**src/hw/rtl/vrp_pkg.sv**
```systemverilog
// Shared types, widths and constants for the 4D vertex rotate/project block.
// Depends on nothing; every other file refers to it by scoped names.
`default_nettype none

package vrp_pkg;

    // Field widths
    localparam int COORD_W   = 16;
    localparam int ANG_W     = 16;
    localparam int SIN_W     = 16;
    localparam int OUT_W     = 12;
    localparam int REG_IDX_W = 3;

    // Datapath widths
    localparam int VW    = 28;          // working coordinate
    localparam int S4_W  = 20;          // 4D scale, signed Q12
    localparam int S3_W  = 16;          // 3D scale, unsigned Q12
    localparam int ACC_W = 52;          // accumulator
    localparam int DVD_W = 28;          // divider dividend / quotient
    localparam int DVS_W = VW + 1;      // divider divisor

    // Arithmetic constants
    localparam int QUARTER    = 16384;
    localparam int ROT_RND    = 8192;
    localparam int PRJ_RND    = 2048;
    localparam int S4_LIMIT   = 524287;
    localparam int DEN_FLOOR  = 410;
    localparam int SCALE_MIN  = 410;
    localparam int SCALE_MAX  = 20480;
    localparam int PIXEL_GAIN = 10;
    localparam int OUT_MAX    = 2047;
    localparam int OUT_MIN    = -2048;

    // Register indexes
    localparam logic [REG_IDX_W-1:0] REG_SPEED_XY = 3'd0;
    localparam logic [REG_IDX_W-1:0] REG_SPEED_XZ = 3'd1;
    localparam logic [REG_IDX_W-1:0] REG_SPEED_XW = 3'd2;
    localparam logic [REG_IDX_W-1:0] REG_SPEED_YZ = 3'd3;
    localparam logic [REG_IDX_W-1:0] REG_W_DIST   = 3'd4;
    localparam logic [REG_IDX_W-1:0] REG_CAM_DIST = 3'd5;

    // One vertex with the angles it is rotated by
    typedef struct packed {
        logic signed [COORD_W-1:0] x;
        logic signed [COORD_W-1:0] y;
        logic signed [COORD_W-1:0] z;
        logic signed [COORD_W-1:0] w;
        logic [ANG_W-1:0]          ang_xy;
        logic [ANG_W-1:0]          ang_xz;
        logic [ANG_W-1:0]          ang_xw;
        logic [ANG_W-1:0]          ang_yz;
    } t_job;

    // Projection distances held in the register file
    typedef struct packed {
        logic [15:0] w_dist;
        logic [15:0] cam_dist;
    } t_proj_cfg;

    // Quarter-wave polynomial sine in Q1.14 for a 16-bit angle
    function automatic logic signed [SIN_W-1:0] poly_sine(input logic [ANG_W-1:0] ang);
        logic [1:0] quad;
        longint     r;
        longint     z;
        longint     z2;
        longint     t;
        quad = ang[15:14];
        r    = longint'(ang[13:0]);
        z    = quad[0] ? (longint'(QUARTER) - r) : r;
        z2   = (z * z) >>> 14;
        t    = 10512 - ((1160 * z2) >>> 14);
        t    = 25736 - ((z2 * t) >>> 14);
        t    = (z * t) >>> 14;
        if (quad[1]) begin
            t = -t;
        end
        return SIN_W'(t);
    endfunction

endpackage

`default_nettype wire

```
**src/hw/rtl/vrp_fifo.sv**
```systemverilog
// Two-entry job queue between the front end and the transform engine.
// Depends on vrp_pkg for the job type.
`default_nettype none

module vrp_fifo (
    input  wire            i_clk,
    input  wire            i_rst_n,
    input  wire            i_push,
    input  vrp_pkg::t_job  i_job,
    input  wire            i_pop,
    output logic           o_full,
    output logic           o_empty,
    output vrp_pkg::t_job  o_job
);

    vrp_pkg::t_job r_mem [2];
    logic          r_wr;
    logic          r_rd;
    logic [1:0]    r_cnt;

    assign o_full  = (r_cnt == 2'd2);
    assign o_empty = (r_cnt == 2'd0);
    assign o_job   = r_mem[r_rd];

    // Store pushed job
    always_ff @(posedge i_clk) begin
        if (i_push && !o_full) begin
            r_mem[r_wr] <= i_job;
        end
    end

    // Advance pointers and count
    always_ff @(posedge i_clk) begin
        if (!i_rst_n) begin
            r_wr  <= 1'b0;
            r_rd  <= 1'b0;
            r_cnt <= 2'd0;
        end else begin
            if (i_push && !o_full) begin
                r_wr <= !r_wr;
            end
            if (i_pop && !o_empty) begin
                r_rd <= !r_rd;
            end
            if ((i_push && !o_full) && !(i_pop && !o_empty)) begin
                r_cnt <= r_cnt + 2'd1;
            end else if (!(i_push && !o_full) && (i_pop && !o_empty)) begin
                r_cnt <= r_cnt - 2'd1;
            end
        end
    end

endmodule

`default_nettype wire

```
**config.mk**
```make
export PLATFORM = sky130hd
export DESIGN_NAME = vrp_fifo
export DESIGN_NICKNAME = d
export VERILOG_FILES = /design/src/hw/rtl/vrp_pkg.sv /design/src/hw/rtl/vrp_fifo.sv
export SDC_FILE = /design/constraint.sdc
export NUM_CORES = 1
export LEC_CHECK = 0
export BUFFER_PORTS_ARGS = -buffer_cell sky130_fd_sc_hd__buf_2
export CORE_MARGIN = 2
export CORE_UTILIZATION = 56
export DETAILED_ROUTE_END_ITERATION = 7
export PLACE_DENSITY = 0.85
export SLEW_MARGIN = 10
export SYNTH_ARGS = -nofsm -noshare
export SYNTH_HDL_FRONTEND = slang
export SYNTH_SLANG_ARGS = --single-unit
```
**constraint.sdc**
```tcl
create_clock -name i_clk -period 10.9 [get_ports i_clk]
set_input_delay 0.545 -clock i_clk [delete_from_list [all_inputs] [get_ports i_clk]]
set_output_delay 0.545 -clock i_clk [all_outputs]
set_load 0.01 [all_outputs]
```
==> impl_metrics.json <==
{
  "synth_cell_types": 21,
  "hold_path.class": "in2reg",
  "final_nets": 835,
  "postLayoutCellArea_sq_um": 11750,
  "yosys.area.top_type": "edfxtp_1",
  "cts-root-buf": "clkbuf_16",
  "seq_power_share": 0.484,
  "yosysSeqAreaShare": 0.8193,
  "grt_pass1_wl_um": 26340,
  "grt_max_degree": 71,
  "cts_tree": "yes",
  "arrival_ns": 2.79,
  "cts_hold_buf": 0,
  "die_y_um": 134.3,
  "power.share.switching": 0.2649,
  "drive_gt1_frac": 0.5936,
  "grt_pass1_vias": 5262,
  "worst_pin_slew_ns": 0.9478,
  "worst_r2r_path_depth": 5,
  "postSynthAreaPerCell_sq_um": 22.47,
  "synthCells": 423,
  "ioPinCount": 262,
  "cts.path.max_buffers": 3,
  "slew_headroom": 0.3682,
  "placed_cell_area_sq_um": 10990,
  "clock_skew_ns": 0.007107,
  "fmax_mhz": 299.5,
  "critPathRequiredTime_ns": 10.36,
  "pwr-share-clk": 0.287,
  "final_cell_mix": "buf_2, edfxtp_1, mux2_2",
  "synth_top_area_frac": 0.8087,
  "comb_power_share": 0.229,
  "initial_core_util": 0.5732,
  "power.total_uw": 2739,
  "drv_slew": 0,
  "mappedNetlistNets": 556,
  "clock_sinks": 261,
  "setup_tns_ns": 0,
  "final_common_cell": "buf_2",
  "vias": 4914,
  "totalWireLength_um": 17790,
  "gp_congestion": 0.7534,
  "grt_antenna_before_repair": 1,
  "die_area_sq_um": 18030,
  "endpoint_kind": "output port",
  "internal_power_uw": 2014,
  "numCtsBuffers": 26,
  "htreeDepth": 1,
  "design.core.area_sq_um": 16580,
  "area_growth_pct": 23.63,
  "rsz0062_at_grt": "no",
  "min_path_cells": 1,
  "drtIter0Drc": 324,
  "period_share": 0.3063,
  "synthTopCellsByArea": "edfxtp_1, mux2_2, buf_6",
  "finalSetupViolations": 0,
  "startpoint_type": "flop",
  "avgRoutedWirePerCell_um": 18.89,
  "overflow": 0,
  "maxCapViolCount": 0,
  "power_density_nw_per_um2": 233.1,
  "grt_usage": 0.1876,
  "status": "complete, no violations",
  "finalHoldViolations": 0,
  "hpwl_um": 11740,
  "ir_worst_vdd_uv": 158.1,
  "num_rows": 47,
  "synth_warnings": 0,
  "switchingPower_uw": 725.8,
  "vias_per_cell": 5.217,
  "dr.pass1.iters": 4,
  "cts_setup_buffers": 0,
  "min_period_ns": 3.339,
  "path_class": "reg2out",
  "cts_resized": 0,
  "synth_area_sq_um": 9505,
  "clk_pin_slew_worst_paths_ns": 0.06,
  "p_leak_uw": 0.004377,
  "io_buffers": 261,
  "drc": 0,
  "dieWidth_um": 134.3,
  "path_max_fanout": 70,
  "clk_latency_ns": 0.51,
  "ys_seq_elements": 261,
  "ant_nets": 0
}
## cell families (layout without fill, tap and decap cells)
logic type | after synthesis | in the layout | synth area share
flops | 261 | 261 | 0.8193
other cells | 0 | 1 | 0
mux | 128 | 128 | 0.1516
xor+xnor | 3 | 3 | 0.002765
simple gates | 9 | 9 | 0.005794
buf+inv | 16 | 314 | 0.01580
compound gates | 5 | 5 | 0.003422
fa+ha+maj | 1 | 1 | 0.001316
## worst max-delay path, stage by stage, from the launching register on
cell and delay [ns]:
dfxtp_4 0.84, buf_4 0.80, mux2_2 0.43, buf_2 0.14
## path summary, 6_finish.rpt
| kind | startpoint | end | slack, ns |
|---|---|---|---|
| setup / recovery | flop | o_job[96] | 7.56 |
| hold / removal | i_job[94] | r_mem[0][94] | 0.22 |
| setup reg to reg | r_cnt[0] | r_mem[0][34] | 8.14 |
| hold reg to reg | r_cnt[1] | r_cnt[1] | 0.55 |
## through the flow
step           worst slack (ns)  cells  utilization  hold slack (ns)
2_1_floorplan             4.748    423            -           0.4833
3_3_place_gp              8.086    894       0.6627           0.4945
3_5_place_dp              8.038    894       0.6627           0.5462
4_1_cts                   7.495    941       0.7085           0.2001
5_1_grt                   7.403    941       0.7085           0.2033
6_report                  7.561    942       0.7086           0.2211
## Yosys cell counts, drive strengths merged
master / instances
edfxtp: 256
mux2: 128
buf: 14
dfxtp: 5
and2: 3
a21boi: 2
inv: 2
nor2: 2
o21ai: 2
xnor2: 2
and3: 1
ha: 1
nand2b: 1
nor3: 1
o21a: 1
or3: 1
xor2: 1
## registers in the layout, summed over array words and instances, names as in the netlist, named ones only
register,cells
r_cnt,2
r_rd,1
r_wr,1
r_mem,256
## per-layer routing
metal,track usage,part of all wire
met5,0,0
met4,0.06023,0.024
met3,0.05593,0.087
met2,0.3435,0.52
met1,0.2100,0.37
## cell type report
type                            count  area (sq um)
Clock buffer                       36         709.4
Clock inverter                     11         50.05
Antenna cell                        1         2.502
Sequential cell                   261          7791
Multi-Input combinational cell    146          1579
Fill cell                        1033          4832
Timing Repair Buffer              265          1336
Inverter                            2         7.507
Tap cell                          220         275.3
## power groups by stage
stage	Clock, uW	Sequential (uW)	Combinational, uW
floorplan	0	1320	441
global placement	0	1340	616
detailed placement	0	1350	630
CTS	806	1330	635
global route	842	1340	672
finish	788	1330	626
No activity file was read; power rests on OpenSTA's default activity.
