[src/hw/rtl/vrp_pkg.sv]
// Shared types, widths and constants for the 4D vertex rotate/project block.
// Depends on nothing; every other file refers to it by scoped names.
`default_nettype none

package vrp_pkg;

    // Field widths
    localparam int COORD_W   = 16;
    localparam int ANG_W     = 16;
    localparam int SIN_W     = 16;
    localparam int OUT_W     = 12;
    localparam int REG_IDX_W = 3;

    // Datapath widths
    localparam int VW    = 28;          // working coordinate
    localparam int S4_W  = 20;          // 4D scale, signed Q12
    localparam int S3_W  = 16;          // 3D scale, unsigned Q12
    localparam int ACC_W = 52;          // accumulator
    localparam int DVD_W = 28;          // divider dividend / quotient
    localparam int DVS_W = VW + 1;      // divider divisor

    // Arithmetic constants
    localparam int QUARTER    = 16384;
    localparam int ROT_RND    = 8192;
    localparam int PRJ_RND    = 2048;
    localparam int S4_LIMIT   = 524287;
    localparam int DEN_FLOOR  = 410;
    localparam int SCALE_MIN  = 410;
    localparam int SCALE_MAX  = 20480;
    localparam int PIXEL_GAIN = 10;
    localparam int OUT_MAX    = 2047;
    localparam int OUT_MIN    = -2048;

    // Register indexes
    localparam logic [REG_IDX_W-1:0] REG_SPEED_XY = 3'd0;
    localparam logic [REG_IDX_W-1:0] REG_SPEED_XZ = 3'd1;
    localparam logic [REG_IDX_W-1:0] REG_SPEED_XW = 3'd2;
    localparam logic [REG_IDX_W-1:0] REG_SPEED_YZ = 3'd3;
    localparam logic [REG_IDX_W-1:0] REG_W_DIST   = 3'd4;
    localparam logic [REG_IDX_W-1:0] REG_CAM_DIST = 3'd5;

    // One vertex with the angles it is rotated by
    typedef struct packed {
        logic signed [COORD_W-1:0] x;
        logic signed [COORD_W-1:0] y;
        logic signed [COORD_W-1:0] z;
        logic signed [COORD_W-1:0] w;
        logic [ANG_W-1:0]          ang_xy;
        logic [ANG_W-1:0]          ang_xz;
        logic [ANG_W-1:0]          ang_xw;
        logic [ANG_W-1:0]          ang_yz;
    } t_job;

    // Projection distances held in the register file
    typedef struct packed {
        logic [15:0] w_dist;
        logic [15:0] cam_dist;
    } t_proj_cfg;

    // Quarter-wave polynomial sine in Q1.14 for a 16-bit angle
    function automatic logic signed [SIN_W-1:0] poly_sine(input logic [ANG_W-1:0] ang);
        logic [1:0] quad;
        longint     r;
        longint     z;
        longint     z2;
        longint     t;
        quad = ang[15:14];
        r    = longint'(ang[13:0]);
        z    = quad[0] ? (longint'(QUARTER) - r) : r;
        z2   = (z * z) >>> 14;
        t    = 10512 - ((1160 * z2) >>> 14);
        t    = 25736 - ((z2 * t) >>> 14);
        t    = (z * t) >>> 14;
        if (quad[1]) begin
            t = -t;
        end
        return SIN_W'(t);
    endfunction

endpackage

`default_nettype wire

[src/hw/rtl/vrp_ifs.sv]
// Handshake channels of the block: vertex input, screen result, register writes.
// Depends on vrp_pkg for field widths.
`default_nettype none

interface vrp_in_if;
    logic                                 valid;
    logic                                 ready;
    logic                                 frame_start;
    logic signed [vrp_pkg::COORD_W-1:0]   coord_x;
    logic signed [vrp_pkg::COORD_W-1:0]   coord_y;
    logic signed [vrp_pkg::COORD_W-1:0]   coord_z;
    logic signed [vrp_pkg::COORD_W-1:0]   coord_w;

    modport source (output valid, frame_start, coord_x, coord_y, coord_z, coord_w,
                    input ready);
    modport sink   (input valid, frame_start, coord_x, coord_y, coord_z, coord_w,
                    output ready);
endinterface


interface vrp_cfg_if;
    logic                               valid;
    logic                               ready;
    logic [vrp_pkg::REG_IDX_W-1:0]      index;
    logic [15:0]                        data;

    modport source (output valid, index, data, input ready);
    modport sink   (input valid, index, data, output ready);
endinterface

`default_nettype wire

[src/hw/rtl/vrp_front.sv]
// Front end: register file, plane angle update and job hand-off to the queue.
// Depends on vrp_pkg and vrp_ifs.
`default_nettype none

module vrp_front (
    input  wire                 i_clk,
    input  wire                 i_rst_n,
    vrp_in_if.sink              i_in,
    vrp_cfg_if.sink             i_cfg,
    input  wire                 i_full,
    output logic                o_push,
    output vrp_pkg::t_job       o_job,
    output vrp_pkg::t_proj_cfg  o_proj
);

    logic [15:0] r_speed_xy, r_speed_xz, r_speed_xw, r_speed_yz;
    logic [15:0] r_w_dist, r_cam_dist;
    logic [15:0] r_ang_xy, r_ang_xz, r_ang_xw, r_ang_yz;
    logic [15:0] n_ang_xy, n_ang_xz, n_ang_xw, n_ang_yz;
    logic        w_accept;

    assign i_cfg.ready = 1'b1;
    assign i_in.ready  = !i_full;
    assign w_accept    = i_in.valid && !i_full;

    // Write configuration registers
    always_ff @(posedge i_clk) begin
        if (!i_rst_n) begin
            r_speed_xy <= 16'd180;
            r_speed_xz <= 16'd120;
            r_speed_xw <= 16'd90;
            r_speed_yz <= 16'd150;
            r_w_dist   <= 16'd12288;
            r_cam_dist <= 16'd16384;
        end else if (i_cfg.valid) begin
            unique case (i_cfg.index)
                vrp_pkg::REG_SPEED_XY: r_speed_xy <= i_cfg.data;
                vrp_pkg::REG_SPEED_XZ: r_speed_xz <= i_cfg.data;
                vrp_pkg::REG_SPEED_XW: r_speed_xw <= i_cfg.data;
                vrp_pkg::REG_SPEED_YZ: r_speed_yz <= i_cfg.data;
                vrp_pkg::REG_W_DIST:   r_w_dist   <= i_cfg.data;
                vrp_pkg::REG_CAM_DIST: r_cam_dist <= i_cfg.data;
                default: ;
            endcase
        end
    end

    // Advance angles on frame start, wrapping
    always_comb begin
        n_ang_xy = r_ang_xy;
        n_ang_xz = r_ang_xz;
        n_ang_xw = r_ang_xw;
        n_ang_yz = r_ang_yz;
        if (i_in.frame_start) begin
            n_ang_xy = r_ang_xy + r_speed_xy;
            n_ang_xz = r_ang_xz + r_speed_xz;
            n_ang_xw = r_ang_xw + r_speed_xw;
            n_ang_yz = r_ang_yz + r_speed_yz;
        end
    end

    always_ff @(posedge i_clk) begin
        if (!i_rst_n) begin
            r_ang_xy <= '0;
            r_ang_xz <= '0;
            r_ang_xw <= '0;
            r_ang_yz <= '0;
        end else if (w_accept) begin
            r_ang_xy <= n_ang_xy;
            r_ang_xz <= n_ang_xz;
            r_ang_xw <= n_ang_xw;
            r_ang_yz <= n_ang_yz;
        end
    end

    // Build the job for the queue
    assign o_push       = w_accept;
    assign o_job.x      = i_in.coord_x;
    assign o_job.y      = i_in.coord_y;
    assign o_job.z      = i_in.coord_z;
    assign o_job.w      = i_in.coord_w;
    assign o_job.ang_xy = n_ang_xy;
    assign o_job.ang_xz = n_ang_xz;
    assign o_job.ang_xw = n_ang_xw;
    assign o_job.ang_yz = n_ang_yz;

    assign o_proj.w_dist   = r_w_dist;
    assign o_proj.cam_dist = r_cam_dist;

endmodule

`default_nettype wire

[src/flat_wrapper.sv]
// flat-port wrapper written by rule: the top's interface ports become plain ports
module vrp_front_flat 
  (i_clk, i_rst_n, i_full, o_push, o_job, o_proj, i_in_valid, i_in_frame_start, i_in_coord_x, i_in_coord_y, i_in_coord_z, i_in_coord_w, i_in_ready, i_cfg_valid, i_cfg_index, i_cfg_data, i_cfg_ready);
  vrp_in_if i_in_i ();
  vrp_cfg_if i_cfg_i ();
  input  wire i_clk;
  input  wire i_rst_n;
  input  wire i_full;
  output logic o_push;
  output vrp_pkg::t_job o_job;
  output vrp_pkg::t_proj_cfg o_proj;
  input wire logic [$bits(i_in_i.valid)-1:0] i_in_valid;
  input wire logic [$bits(i_in_i.frame_start)-1:0] i_in_frame_start;
  input wire logic [$bits(i_in_i.coord_x)-1:0] i_in_coord_x;
  input wire logic [$bits(i_in_i.coord_y)-1:0] i_in_coord_y;
  input wire logic [$bits(i_in_i.coord_z)-1:0] i_in_coord_z;
  input wire logic [$bits(i_in_i.coord_w)-1:0] i_in_coord_w;
  output wire logic [$bits(i_in_i.ready)-1:0] i_in_ready;
  input wire logic [$bits(i_cfg_i.valid)-1:0] i_cfg_valid;
  input wire logic [$bits(i_cfg_i.index)-1:0] i_cfg_index;
  input wire logic [$bits(i_cfg_i.data)-1:0] i_cfg_data;
  output wire logic [$bits(i_cfg_i.ready)-1:0] i_cfg_ready;
  assign i_in_i.valid = i_in_valid;
  assign i_in_i.frame_start = i_in_frame_start;
  assign i_in_i.coord_x = i_in_coord_x;
  assign i_in_i.coord_y = i_in_coord_y;
  assign i_in_i.coord_z = i_in_coord_z;
  assign i_in_i.coord_w = i_in_coord_w;
  assign i_in_ready = i_in_i.ready;
  assign i_cfg_i.valid = i_cfg_valid;
  assign i_cfg_i.index = i_cfg_index;
  assign i_cfg_i.data = i_cfg_data;
  assign i_cfg_ready = i_cfg_i.ready;
  vrp_front u_core (.i_clk(i_clk), .i_rst_n(i_rst_n), .i_in(i_in_i), .i_cfg(i_cfg_i), .i_full(i_full), .o_push(o_push), .o_job(o_job), .o_proj(o_proj));
endmodule
[config.mk]
export PLATFORM = sky130hd
export DESIGN_NAME = vrp_front_flat
export DESIGN_NICKNAME = d
export VERILOG_FILES = /design/src/hw/rtl/vrp_pkg.sv /design/src/hw/rtl/vrp_ifs.sv /design/src/hw/rtl/vrp_front.sv /design/src/flat_wrapper.sv
export SDC_FILE = /design/constraint.sdc
export NUM_CORES = 1
export LEC_CHECK = 0
export ABC_AREA = 0
export BUFFER_PORTS_ARGS = -buffer_cell sky130_fd_sc_hd__clkbuf_2
export CAP_MARGIN = 30
export CORE_MARGIN = 2
export CORE_UTILIZATION = 48
export DETAILED_ROUTE_END_ITERATION = 6
export PLACE_DENSITY = 0.85
export SLEW_MARGIN = 20
export SYNTH_ARGS = -nofsm -noshare
export SYNTH_HDL_FRONTEND = slang
export SYNTH_SLANG_ARGS = --single-unit
export TNS_END_PERCENT = 20
[constraint.sdc]
create_clock -name i_clk -period 2.77 [get_ports i_clk]
set_clock_uncertainty 0.2 [all_clocks]
set_input_delay 0.277 -clock i_clk [delete_from_list [all_inputs] [get_ports i_clk]]
set_output_delay 0.277 -clock i_clk [all_outputs]
set_load 0.02 [all_outputs]
==> results of run 1 <==
## state kept, by name, indices dropped and copies added (netlist names)
register	flops
u_core.r_cam_dist	16
u_core.r_speed_xy	16
u_core.r_w_dist	16
u_core.r_ang_xz	16
u_core.r_speed_xw	16
u_core.r_ang_xy	16
u_core.r_speed_yz	16
u_core.r_ang_xw	16
u_core.r_ang_yz	16
u_core.r_speed_xz	16
## cell type report
cell class                 count  share of cell area [%]
clock buffer                  17                    3.43
clock inverter                15                    1.37
inverter                       9                   0.293
multi-input combinational    963                    53.9
sequential                   160                    26.2
tap                          270                    2.72
timing repair buffer         222                    12.2
## cells in the mapped netlist (all sizes together) (3+ instances only)
master / n
nand2: 284
dfxtp: 160
a21oi: 144
buf: 78
nor2: 69
ha: 60
clkbuf: 51
nand3: 46
mux2: 45
xnor2: 36
o21ai: 35
a21o: 29
nor3: 25
a211oi: 15
xor2: 14
and3: 13
nand2b: 12
a31oi: 10
mux2i: 10
nand4: 9
o211ai: 8
a31o: 7
inv: 7
o21a: 7
o21bai: 6
and2: 5
nor2b: 5
nor4b: 5
o31ai: 5
or4: 5
a211o: 4
a41oi: 4
fa: 4
nand4b: 4
or3: 4
o2bb2ai: 3
## worst min-delay path, cell delays in order
cell	delay [ns]
sky130_fd_sc_hd__clkbuf_2	0.18
sky130_fd_sc_hd__nand2_1	0.09
sky130_fd_sc_hd__a21oi_1	0.06
## cells by family (layout without fill, tap and decap cells)
logic type	Yosys count	after routing	synth area share (%)
and+or+nand+nor	494	494	21.7
AOI/OAI and AO/OA	299	299	19.2
DFF	160	160	32.3
buffers and inverters	138	263	7.84
adders and majority gates	64	64	8.37
muxes	55	55	6.15
xor gates and xnor gates	50	50	4.41
other	1	1	0.0378
## path summary, 6_finish.rpt
path	start	endpoint	cells after the start
worst max-delay path	u_core.r_ang_yz[0]$_SDFFE_PN0P_	o_job[14]	9
worst min-delay path	i_cfg_data[1]	u_core.r_speed_xz[1]$_SDFFE_PN0P_	3
worst max register to register	u_core.r_ang_yz[0]$_SDFFE_PN0P_	u_core.r_ang_yz[12]$_SDFFE_PN0P_	10
worst min register to register	u_core.r_w_dist[4]$_SDFFE_PN0P_	u_core.r_w_dist[4]$_SDFFE_PN0P_	2
## metrics by stage
stage          instance area [um2]  util (%)  hold slack (ns)
2_1_floorplan                 9940         -            0.201
3_3_place_gp                 10800      53.1            0.241
3_5_place_dp                 10800      53.1            0.249
4_1_cts                      11900      58.5          0.00365
5_1_grt                      12400      61.1           0.0300
6_report                     12400      61.1           0.0186
## layer usage
metal	GRT usage (%)	routed length, um	up-vias
met1	33.9	12400	4705
met4	12.9	1170	0
met5	0	0	-
met3	5.74	2690	105
met2	44.6	14800	510
li1	-	-	4591
## what timing repair did
item,in CTS,in global routing
cloned,0,0
setup endpoints to repair,47,46
pin swaps,46,42
resized for setup,93,106
setup buffers,10,12
## power breakdown
group	internal [mW]	switching, mW	total, mW
Combinational	0.435	0.643	1.08
Sequential	2.37	0.0661	2.44
Clock	1.41	0.999	2.41
Total	4.22	1.71	5.92
==> PnR_summary.wiki, run 1 <==
{| class="wikitable"
! Metric !! Value
|-
| DRC violations left || 0
|-
| Vias per cell || 5.98
|-
| Layout overhead on the synthesized area || 24.9%
|-
| Nature of the critical path endpoint || output port
|-
| Most common flop cell mapped by yosys || sky130_fd_sc_hd__dfxtp_1
|-
| Critical path buffers and inverters || 1
|-
| Effective utilization at floorplan || 48.9%
|-
| Class of the tightest hold or removal check || primary input to register
|-
| Slew @ Worst Pin || 0.758 ns
|-
| Number of buffers inserted by hold repair at cts || 0
|-
| Start-to-end type of the worst setup path || register to output port
|-
| Peak per-stage delay on the critical path || 0.48 ns
|-
| Highest clock frequency the design can meet || 301 MHz
|-
| Detail-routed net length per standard cell || 18.8 um
|-
| Count of pins on the block boundary || 252
|-
| Leakage power || 5.32 nW
|-
| Pre-CTS setup slack || -0.229 ns
|-
| Failing checks || setup timing
|-
| Signal arrival time at the worst endpoint || 2.84 ns
|-
| Number of nets in the synthesized netlist || 1414
|-
| Placed cell count || 1604
|-
| Final slew viol count || 0
|-
| Vias in the first global route || 9494
|-
| Gate Count Post-Synth || 1261
|-
| Commonest non-fill, non-tap cell in the layout || sky130_fd_sc_hd__nand2_1
|-
| Number of CTS-inserted buffers || 17
|-
| Power per cell area || 478 nW/um2
|-
| FF/Latch Area || 3250 um2
|-
| Pin count of the biggest net entering global routing || 63
|-
| #FFs+latches synth || 160
|-
| Initial antenna violation count || 0
|-
| Slowest-stage cell, CP || sky130_fd_sc_hd__a2111o_1
|-
| Number of enable-type register cells in the synthesized netlist || 0
|-
| Setup slack, reg-to-reg || 0.06 ns
|-
| Final-report hold violation count || 0
|-
| I/O Buffers || 122
|-
| Clk sink count || 160
|-
| CTS tree || done
|-
| Number of different library cells in the post-synthesis netlist || 76
|-
| Fillers || 1633
|-
| Most area-consuming cells after synthesis || sky130_fd_sc_hd__dfxtp_1 32%, sky130_fd_sc_hd__nand2_1 11%, sky130_fd_sc_hd__ha_1 7.6%
|-
| Slew margin rel. || 49.3%
|-
| Final min period || 3.32 ns
|-
| Async SR Flop Fraction || 0%
|-
| CTS HTree Levels || 4
|-
| Setup ws final || -0.550 ns
|-
| Data required time at the worst endpoint || 2.29 ns
|-
| Clock latency on the worst-skew pair || 0.43 ns
|-
| Iteration-0 DRC Markers || 862
|-
| Antenna diode count || 0
|-
| Overall power consumption || 5.92 mW
|-
| Clock Tree Root || sky130_fd_sc_hd__clkbuf_16
|-
| Synthesis warning total || 0
|-
| Sequential fraction of the synthesis area || 32.3%
|-
| Total via count in the routed design || 9911
|-
| Critical path cell sequence || ha_4 -> fa_2 -> a21o_1 -> a2111o_1 -> a31oi_2 -> o21ai_1 -> xor2_1 -> mux2_4 -> clkbuf_8
|-
| Total setup violations reported at the end of the flow || 44
|-
| Clock-pin slew of the registers on the worst-case setup and hold paths || 0.06 ns
|-
| Final Instance Count excl. Fillers || 1656
|-
| Die Area || 21900 um2
|-
| Core Footprint || 20300 um2
|-
| Maximum vdd drop || 0.479 mV
|-
| Critical path startpoint category || register
|-
| Die width || 148 um
|-
| Mean cell area of the mapped netlist || 7.88 um2
|-
| Unrepaired setup endpoints after global routing || true
|-
| Fraction of post-synthesis cell area in the top cell type by area || 32.3%
|-
| Die Y-Extent || 148 um
|-
| Row count || 52
|-
| Sum Neg Setup Slack || -11.24 ns
|-
| Wire length reported by the detailed router || 31100 um
|-
| Detail Route Antenna Nets || 0
|-
| Final worst-path cycle share || 120%
|-
| All-layer global routing usage || 27.1%
|-
| Leading area contributor after synthesis || sky130_fd_sc_hd__dfxtp_1
|-
| Wire length of the first global-routing pass || 47700 um
|-
| Kind of cell adding the most delay to the critical path || compound AO/OA/AOI/OAI gates
|-
| Max FO, Critical Path || 3
|-
| Share of final-layout standard cells stronger than drive strength 1 || 31.0%
|-
| Area of the multi-input gates || 6680 um2
|-
| Commonest cells after routing, fill and taps aside || 283 x sky130_fd_sc_hd__nand2_1, 134 x sky130_fd_sc_hd__a21oi_1, 132 x sky130_fd_sc_hd__dfxtp_1
|-
| # Max-Cap Violations || 0
|-
| Number of nets in the final layout || 1526
|-
| Run status || finished, violations left
|-
| First-pass DRT Iterations || 6
|-
| HPWL Detailed || 19800 um
|-
| Number of buffers between clock root and the deepest sink || 2
|-
| Final GP Congestion || 0.933
|-
| Global route overflow || 0
|-
| Netlist Area Pre-Place || 9930 um2
|}
No activity file was read; power rests on OpenSTA's default activity.
==> run 2, diff against run 1 <==
CORE_UTILIZATION = 49   (was 48)
PLACE_DENSITY = 0.87   (was 0.85)
SETUP_SLACK_MARGIN = 0.4   (was default)
==> run 2 against run 1 <==
Net effect:
- the run still ends with setup timing left
- critical path type unchanged
- first-iteration DRC count is 61% higher
- count of clock-buffer cells in the layout rose by 5
- sequential share of layout area is 0.82 points lower
- sequential power hardly changed
- non-clock buffer count is 2 higher
==> PnR_summary.wiki, run 2 (synthesized netlist as in run 1, its figures left out) <==
{| class="wikitable"
! Metric !! Value
|-
| All-layer global routing usage || 28.6%
|-
| Core Footprint || 20000 um2
|-
| Portion of total power attributed to sequential cells || 38.1%
|-
| Slew margin rel. || 51.2%
|-
| Slowest-stage cell, CP || sky130_fd_sc_hd__a2111o_1
|-
| Total via count in the routed design || 10590
|-
| CTS HTree Levels || 4
|-
| Number of nets in the final layout || 1528
|-
| Count of pins on the block boundary || 252
|-
| Signal arrival time at the worst endpoint || 3.00 ns
|-
| Clk sink count || 160
|-
| Share of final-layout standard cells stronger than drive strength 1 || 34.5%
|-
| Die width || 146 um
|-
| Wire length of the first global-routing pass || 49500 um
|-
| First-pass DRT Iterations || 6
|-
| Max FO, Critical Path || 3
|-
| Global route overflow || 0
|-
| Clock Tree Root || sky130_fd_sc_hd__clkbuf_16
|-
| Power per cell area || 499 nW/um2
|-
| Run status || finished, violations left
|-
| Number of buffers between clock root and the deepest sink || 2
|-
| Peak per-stage delay on the critical path || 0.48 ns
|-
| Effective utilization at floorplan || 49.6%
|-
| Leakage power || 5.45 nW
|-
| Antenna diode count || 0
|-
| Detail-routed net length per standard cell || 21.8 um
|-
| Combinational Power Share || 18.4%
|-
| Failing checks || setup timing
|-
| Fillers || 1435
|-
| Final-report hold violation count || 0
|-
| Met3 Use GR || 5.72%
|-
| Internal power || 4.63 mW
|-
| Switch Pwr || 1.79 mW
|-
| Unrepaired setup endpoints after global routing || true
|-
| Highest clock frequency the design can meet || 287 MHz
|-
| Clock latency on the worst-skew pair || 0.44 ns
|-
| Nature of the critical path endpoint || output port
|-
| Total non-filler cell area in the finished layout || 12900 um2
|-
| Number of buffers inserted by hold repair at cts || 0
|-
| Global routing met1 resource utilization || 34.6%
|-
| Iteration-0 DRC Markers || 1384
|-
| HPWL Detailed || 19300 um
|-
| Initial antenna violation count || 0
|-
| Class of the tightest hold or removal check || primary input to register
|-
| Worst hold path cell count || 3
|-
| Area after DPL || 10600 um2
|-
| I/O Buffers || 122
|-
| Final core utilization || 64.2%
|-
| Vias in the first global route || 9790
|-
| Critical path startpoint category || register
|-
| Commonest cells after routing, fill and taps aside || 281 x sky130_fd_sc_hd__nand2_1, 127 x sky130_fd_sc_hd__a21oi_1, 121 x sky130_fd_sc_hd__dfxtp_1
|-
| Detail Route Antenna Nets || 0
|-
| Final min period || 3.48 ns
|-
| Row count || 52
|-
| Vias per cell || 6.39
|-
| Die Area || 21400 um2
|-
| Pin count of the biggest net entering global routing || 74
|-
| Critical path cell sequence || ha_4 -> fa_2 -> a21o_1 -> a2111o_1 -> o31ai_4 -> buf_4 -> buf_6 -> xor2_2 -> a21oi_2 -> clkbuf_8
|-
| End point of the most critical hold path || u_core.r_speed_xw[8]$_SDFFE_PN0P_
|-
| Layout overhead on the synthesized area || 29.6%
|-
| Slew @ Worst Pin || 0.730 ns
|-
| CTS tree || done
|-
| Commonest non-fill, non-tap cell in the layout || sky130_fd_sc_hd__nand2_1
|-
| Final slew viol count || 0
|-
| Launch instance of the worst register-to-register path || u_core.r_speed_yz[0]$_SDFFE_PN0P_
|-
| Maximum vdd drop || 0.434 mV
|-
| Final worst-path cycle share || 126%
|-
| Total setup violations reported at the end of the flow || 42
|-
| # Max-Cap Violations || 0
|-
| Die Y-Extent || 146 um
|-
| Start-to-end type of the worst setup path || register to output port
|-
| Clock-pin slew of the registers on the worst-case setup and hold paths || 0.07 ns
|-
| Setup ws final || -0.711 ns
|-
| Worst hold path startpoint || i_cfg_data[8]
|-
| Final GP Congestion || 0.927
|-
| Wire length reported by the detailed router || 36100 um
|-
| Depth of the worst register-to-register path || 11
|-
| DRC violations left || 0
|-
| Data required time at the worst endpoint || 2.29 ns
|-
| Number of CTS-inserted buffers || 17
|-
| Switching part of the total power || 27.9%
|-
| Global routing's busiest layer || met2
|-
| Setup slack, reg-to-reg || -0.04 ns
|-
| R2r endpoint || u_core.r_ang_yz[6]$_SDFFE_PN0P_
|-
| GR met2 Demand/Resource || 47.2%
|-
| Clock share of power || 43.5%
|}
run 2: metrics by stage:
step                      power [mW]  cells  hold WS (ns)  worst slack (ns)  setup TNS (ns)
final                           6.42   1657        0.0298            -0.711          -12.91
after floorplan                 3.20   1261         0.201            0.0165               0
after global routing            6.56   1657        0.0173            -0.720          -15.59
after CTS                       6.24   1634       0.00868            -0.475           -9.07
after global placement          3.35   1572         0.241            -0.109          -0.340
after detailed placement        3.38   1572         0.245            -0.140          -0.419
run 2: how the worst max path moves through the flow:
stage | start | to | slack, ns | cells past startpoint
finish | u_core.r_speed_yz[0]$_SDFFE_PN0P_ | o_job[8] | -0.71 | 10
global route | u_core.r_speed_yz[0]$_SDFFE_PN0P_ | o_job[8] | -0.72 | 10
CTS | u_core.r_ang_yz[0]$_SDFFE_PN0P_ | o_job[14] | -0.47 | 9
detailed placement | u_core.r_speed_yz[0]$_SDFFE_PN0P_ | o_job[12] | -0.14 | 9
global placement | u_core.r_speed_yz[0]$_SDFFE_PN0P_ | o_job[12] | -0.11 | 9
floorplan | u_core.r_ang_yz[0]$_SDFFE_PN0P_ | o_job[12] | 0.02 | 8
run 2: layout make-up:
type / instances / area [um2] / share of cell area (%)
Tap cell: 270 / 338 / 2.63
Sequential cell: 160 / 3260 / 25.4
Clock inverter: 9 / 203 / 1.58
Multi-Input combinational cell: 963 / 6910 / 53.7
Inverter: 9 / 36.3 / 0.282
Timing Repair Buffer: 224 / 1630 / 12.7
Clock buffer: 22 / 484 / 3.76
run 2: what timing repair did:
item	in CTS	in global routing
gates resized for setup	150	115
setup buffers	31	23
endpoints found under the hold margin	0	0
pin swaps	71	64
endpoints found under the setup margin	67	78
cloned	0	0
run 2: worst max-delay path: cells and delay by family, from the launching register on:
family / cells / cell delay [ns]
DFF: 1 / 0.34
AOI/OAI and AO/OA: 4 / 1.06
buffers and inverters: 3 / 0.42
xor gates and xnor gates: 1 / 0.20
adders and majority gates: 2 / 0.54
run 2: metal layers:
layer  share of wire [%]  vias to the layer above
met4                 6.8                        0
met1                  36                     4946
li1                    -                     4577
met3                  11                      245
met2                  46                      822
met5                   0                        -
run 2: power by group through the flow:
stage	Clock [mW]	Sequential, mW	Combinational, mW
final	2.80	2.44	1.18
after floorplan	0	2.47	0.730
after global routing	2.87	2.45	1.24
after detailed placement	0	2.47	0.901
after CTS	2.76	2.44	1.04
after global placement	0	2.47	0.881
==> run 3, diff against run 2 <==
CAP_MARGIN = 5   (was 30)
PLACE_DENSITY = 0.78   (was 0.87)
==> run 3 against run 2 <==
Net effect:
- the run still ends with setup timing left
- first-iteration DRC count down 28%
- core utilization fell by 1.7 points
- critical endpoint is now o_job[12]
- design area fell by 2.7%
- global-route usage shrank 1.7 points
==> PnR_summary.wiki, run 3 (synthesized netlist as in run 1, its figures left out) <==
{| class="wikitable"
! Metric !! Value
|-
| Run status || finished, violations left
|-
| Failing checks || setup timing
|-
| Clock latency on the worst-skew pair || 0.43 ns
|-
| Final-report hold violation count || 0
|-
| Die Y-Extent || 146 um
|-
| Power per cell area || 475 nW/um2
|-
| Slowest-stage cell, CP || sky130_fd_sc_hd__a2111o_1
|-
| Layout overhead on the synthesized area || 26.0%
|-
| Number of buffers between clock root and the deepest sink || 2
|-
| Data required time at the worst endpoint || 2.29 ns
|-
| Leakage power || 5.28 nW
|-
| Signal arrival time at the worst endpoint || 2.85 ns
|-
| Vias per cell || 5.90
|-
| R2r endpoint || u_core.r_ang_xy[15]$_SDFFE_PN0P_
|-
| Highest clock frequency the design can meet || 300 MHz
|-
| Wire length of the first global-routing pass || 46500 um
|-
| CTS tree || done
|-
| Maximum vdd drop || 0.457 mV
|-
| Total via count in the routed design || 9711
|-
| Effective utilization at floorplan || 49.6%
|-
| Share of final-layout standard cells stronger than drive strength 1 || 32.9%
|-
| Final min period || 3.33 ns
|-
| Commonest cells after routing, fill and taps aside || 283 x sky130_fd_sc_hd__nand2_1, 128 x sky130_fd_sc_hd__a21oi_1, 119 x sky130_fd_sc_hd__dfxtp_1
|-
| # Max-Cap Violations || 0
|-
| All-layer global routing usage || 26.9%
|-
| Launch instance of the worst register-to-register path || u_core.r_ang_xy[0]$_SDFFE_PN0P_
|-
| Initial antenna violation count || 0
|-
| Final slew viol count || 0
|-
| Setup ws final || -0.559 ns
|-
| HPWL Detailed || 19100 um
|-
| Final core utilization || 62.5%
|-
| Worst Setup SP || u_core.r_speed_yz[0]$_SDFFE_PN0P_
|-
| Count of pins on the block boundary || 252
|-
| Number of CTS-inserted buffers || 17
|-
| Vias in the first global route || 9145
|-
| Detail-routed net length per standard cell || 18.8 um
|-
| Max FO, Critical Path || 3
|-
| First-pass DRT Iterations || 6
|-
| Fillers || 1645
|-
| DRC violations left || 0
|-
| Slew @ Worst Pin || 0.777 ns
|-
| Die width || 146 um
|-
| Final GP Congestion || 0.910
|-
| Number of nets in the final layout || 1517
|-
| Number of buffers inserted by hold repair at cts || 0
|-
| Row count || 52
|-
| Slew margin rel. || 48.1%
|-
| Final worst-path cycle share || 120%
|-
| Worst hold path cell count || 3
|-
| I/O Buffers || 122
|-
| Setup slack, reg-to-reg || -0.13 ns
|-
| Commonest non-fill, non-tap cell in the layout || sky130_fd_sc_hd__nand2_1
|-
| Core Footprint || 20000 um2
|-
| Depth of the worst register-to-register path || 14
|-
| Iteration-0 DRC Markers || 999
|-
| CTS HTree Levels || 4
|-
| Unrepaired setup endpoints after global routing || true
|-
| FF/Latch Area || 3260 um2
|-
| Nature of the critical path endpoint || output port
|-
| Worst hold path startpoint || i_cfg_data[15]
|-
| Area of the multi-input gates || 6790 um2
|-
| Clock-pin slew of the registers on the worst-case setup and hold paths || 0.07 ns
|-
| Clk sink count || 160
|-
| Peak per-stage delay on the critical path || 0.48 ns
|-
| Critical path cell sequence || ha_4 -> fa_2 -> a21o_1 -> a2111o_1 -> o31ai_2 -> a22oi_1 -> xnor2_1 -> a21oi_2 -> clkbuf_8
|-
| End point of the most critical hold path || u_core.r_w_dist[15]$_SDFFE_PN0P_
|-
| Critical path startpoint category || register
|-
| Wire length reported by the detailed router || 31000 um
|-
| Pin count of the biggest net entering global routing || 58
|-
| Clock Tree Root || sky130_fd_sc_hd__clkbuf_16
|-
| Global route overflow || 0
|-
| Sum Neg Setup Slack || -9.62 ns
|-
| Start-to-end type of the worst setup path || register to output port
|-
| Detail Route Antenna Nets || 0
|-
| Die Area || 21400 um2
|-
| Total setup violations reported at the end of the flow || 38
|-
| Antenna diode count || 0
|-
| Class of the tightest hold or removal check || primary input to register
|}
run 3: worst max-delay path by stage:
stage	endpoint	slack, ns	cells after the start
CTS	o_job[14]	-0.53	9
floorplan	o_job[12]	0.02	8
global placement	o_job[12]	-0.08	9
detailed placement	o_job[14]	-0.16	9
global route	o_job[12]	-0.65	9
finish	o_job[12]	-0.56	9
run 3: metrics by stage:
stage	instance area (um2)	hold slack (ns)	setup slack (ns)	cells	total power, mW
global route	12500	0.0396	-0.651	1646	6.13
finish	12500	0.0475	-0.559	1646	5.94
global placement	10700	0.242	-0.0829	1576	3.36
detailed placement	10700	0.246	-0.159	1576	3.38
floorplan	10100	0.201	0.0165	1261	3.20
CTS	12000	0.0284	-0.526	1629	5.85
run 3: critical path, delay by kind of cell (launching register included):
kind            cells  cell delay (ns)
buf+inv             1             0.17
flops               1             0.34
fa+ha+maj           2             0.52
xor+xnor            1             0.23
compound gates      5             1.15
run 3: what timing repair did:
item                                    in CTS  in global routing
buffers inserted                            22                 17
pin swaps                                   64                 57
resized for setup                          108                117
endpoints found under the setup margin      64                 70
run 3: report_power, final:
part           leakage [nW]  internal (mW)  switching [mW]
registers              1.31           2.37          0.0689
logic                  3.69          0.460           0.652
clock network         0.281           1.40           0.992
total                  5.28           4.23            1.71
run 3: final cells by class:
class                   count  area share, %
repair buffers            213           11.9
multi-input cells         963           54.2
well taps                 270           2.70
clock inverters            11           1.04
clock buffers              20           3.73
inverters                   9          0.290
flip-flops and latches    160           26.1
run 3: routing by layer:
layer  global-route usage, %  up-vias  wire, um
met5                       0        -         0
met1                    35.0     4657     13200
li1                        -     4551         -
met4                    10.6        0       827
met3                    5.44       81      2540
met2                    44.0      422     14500
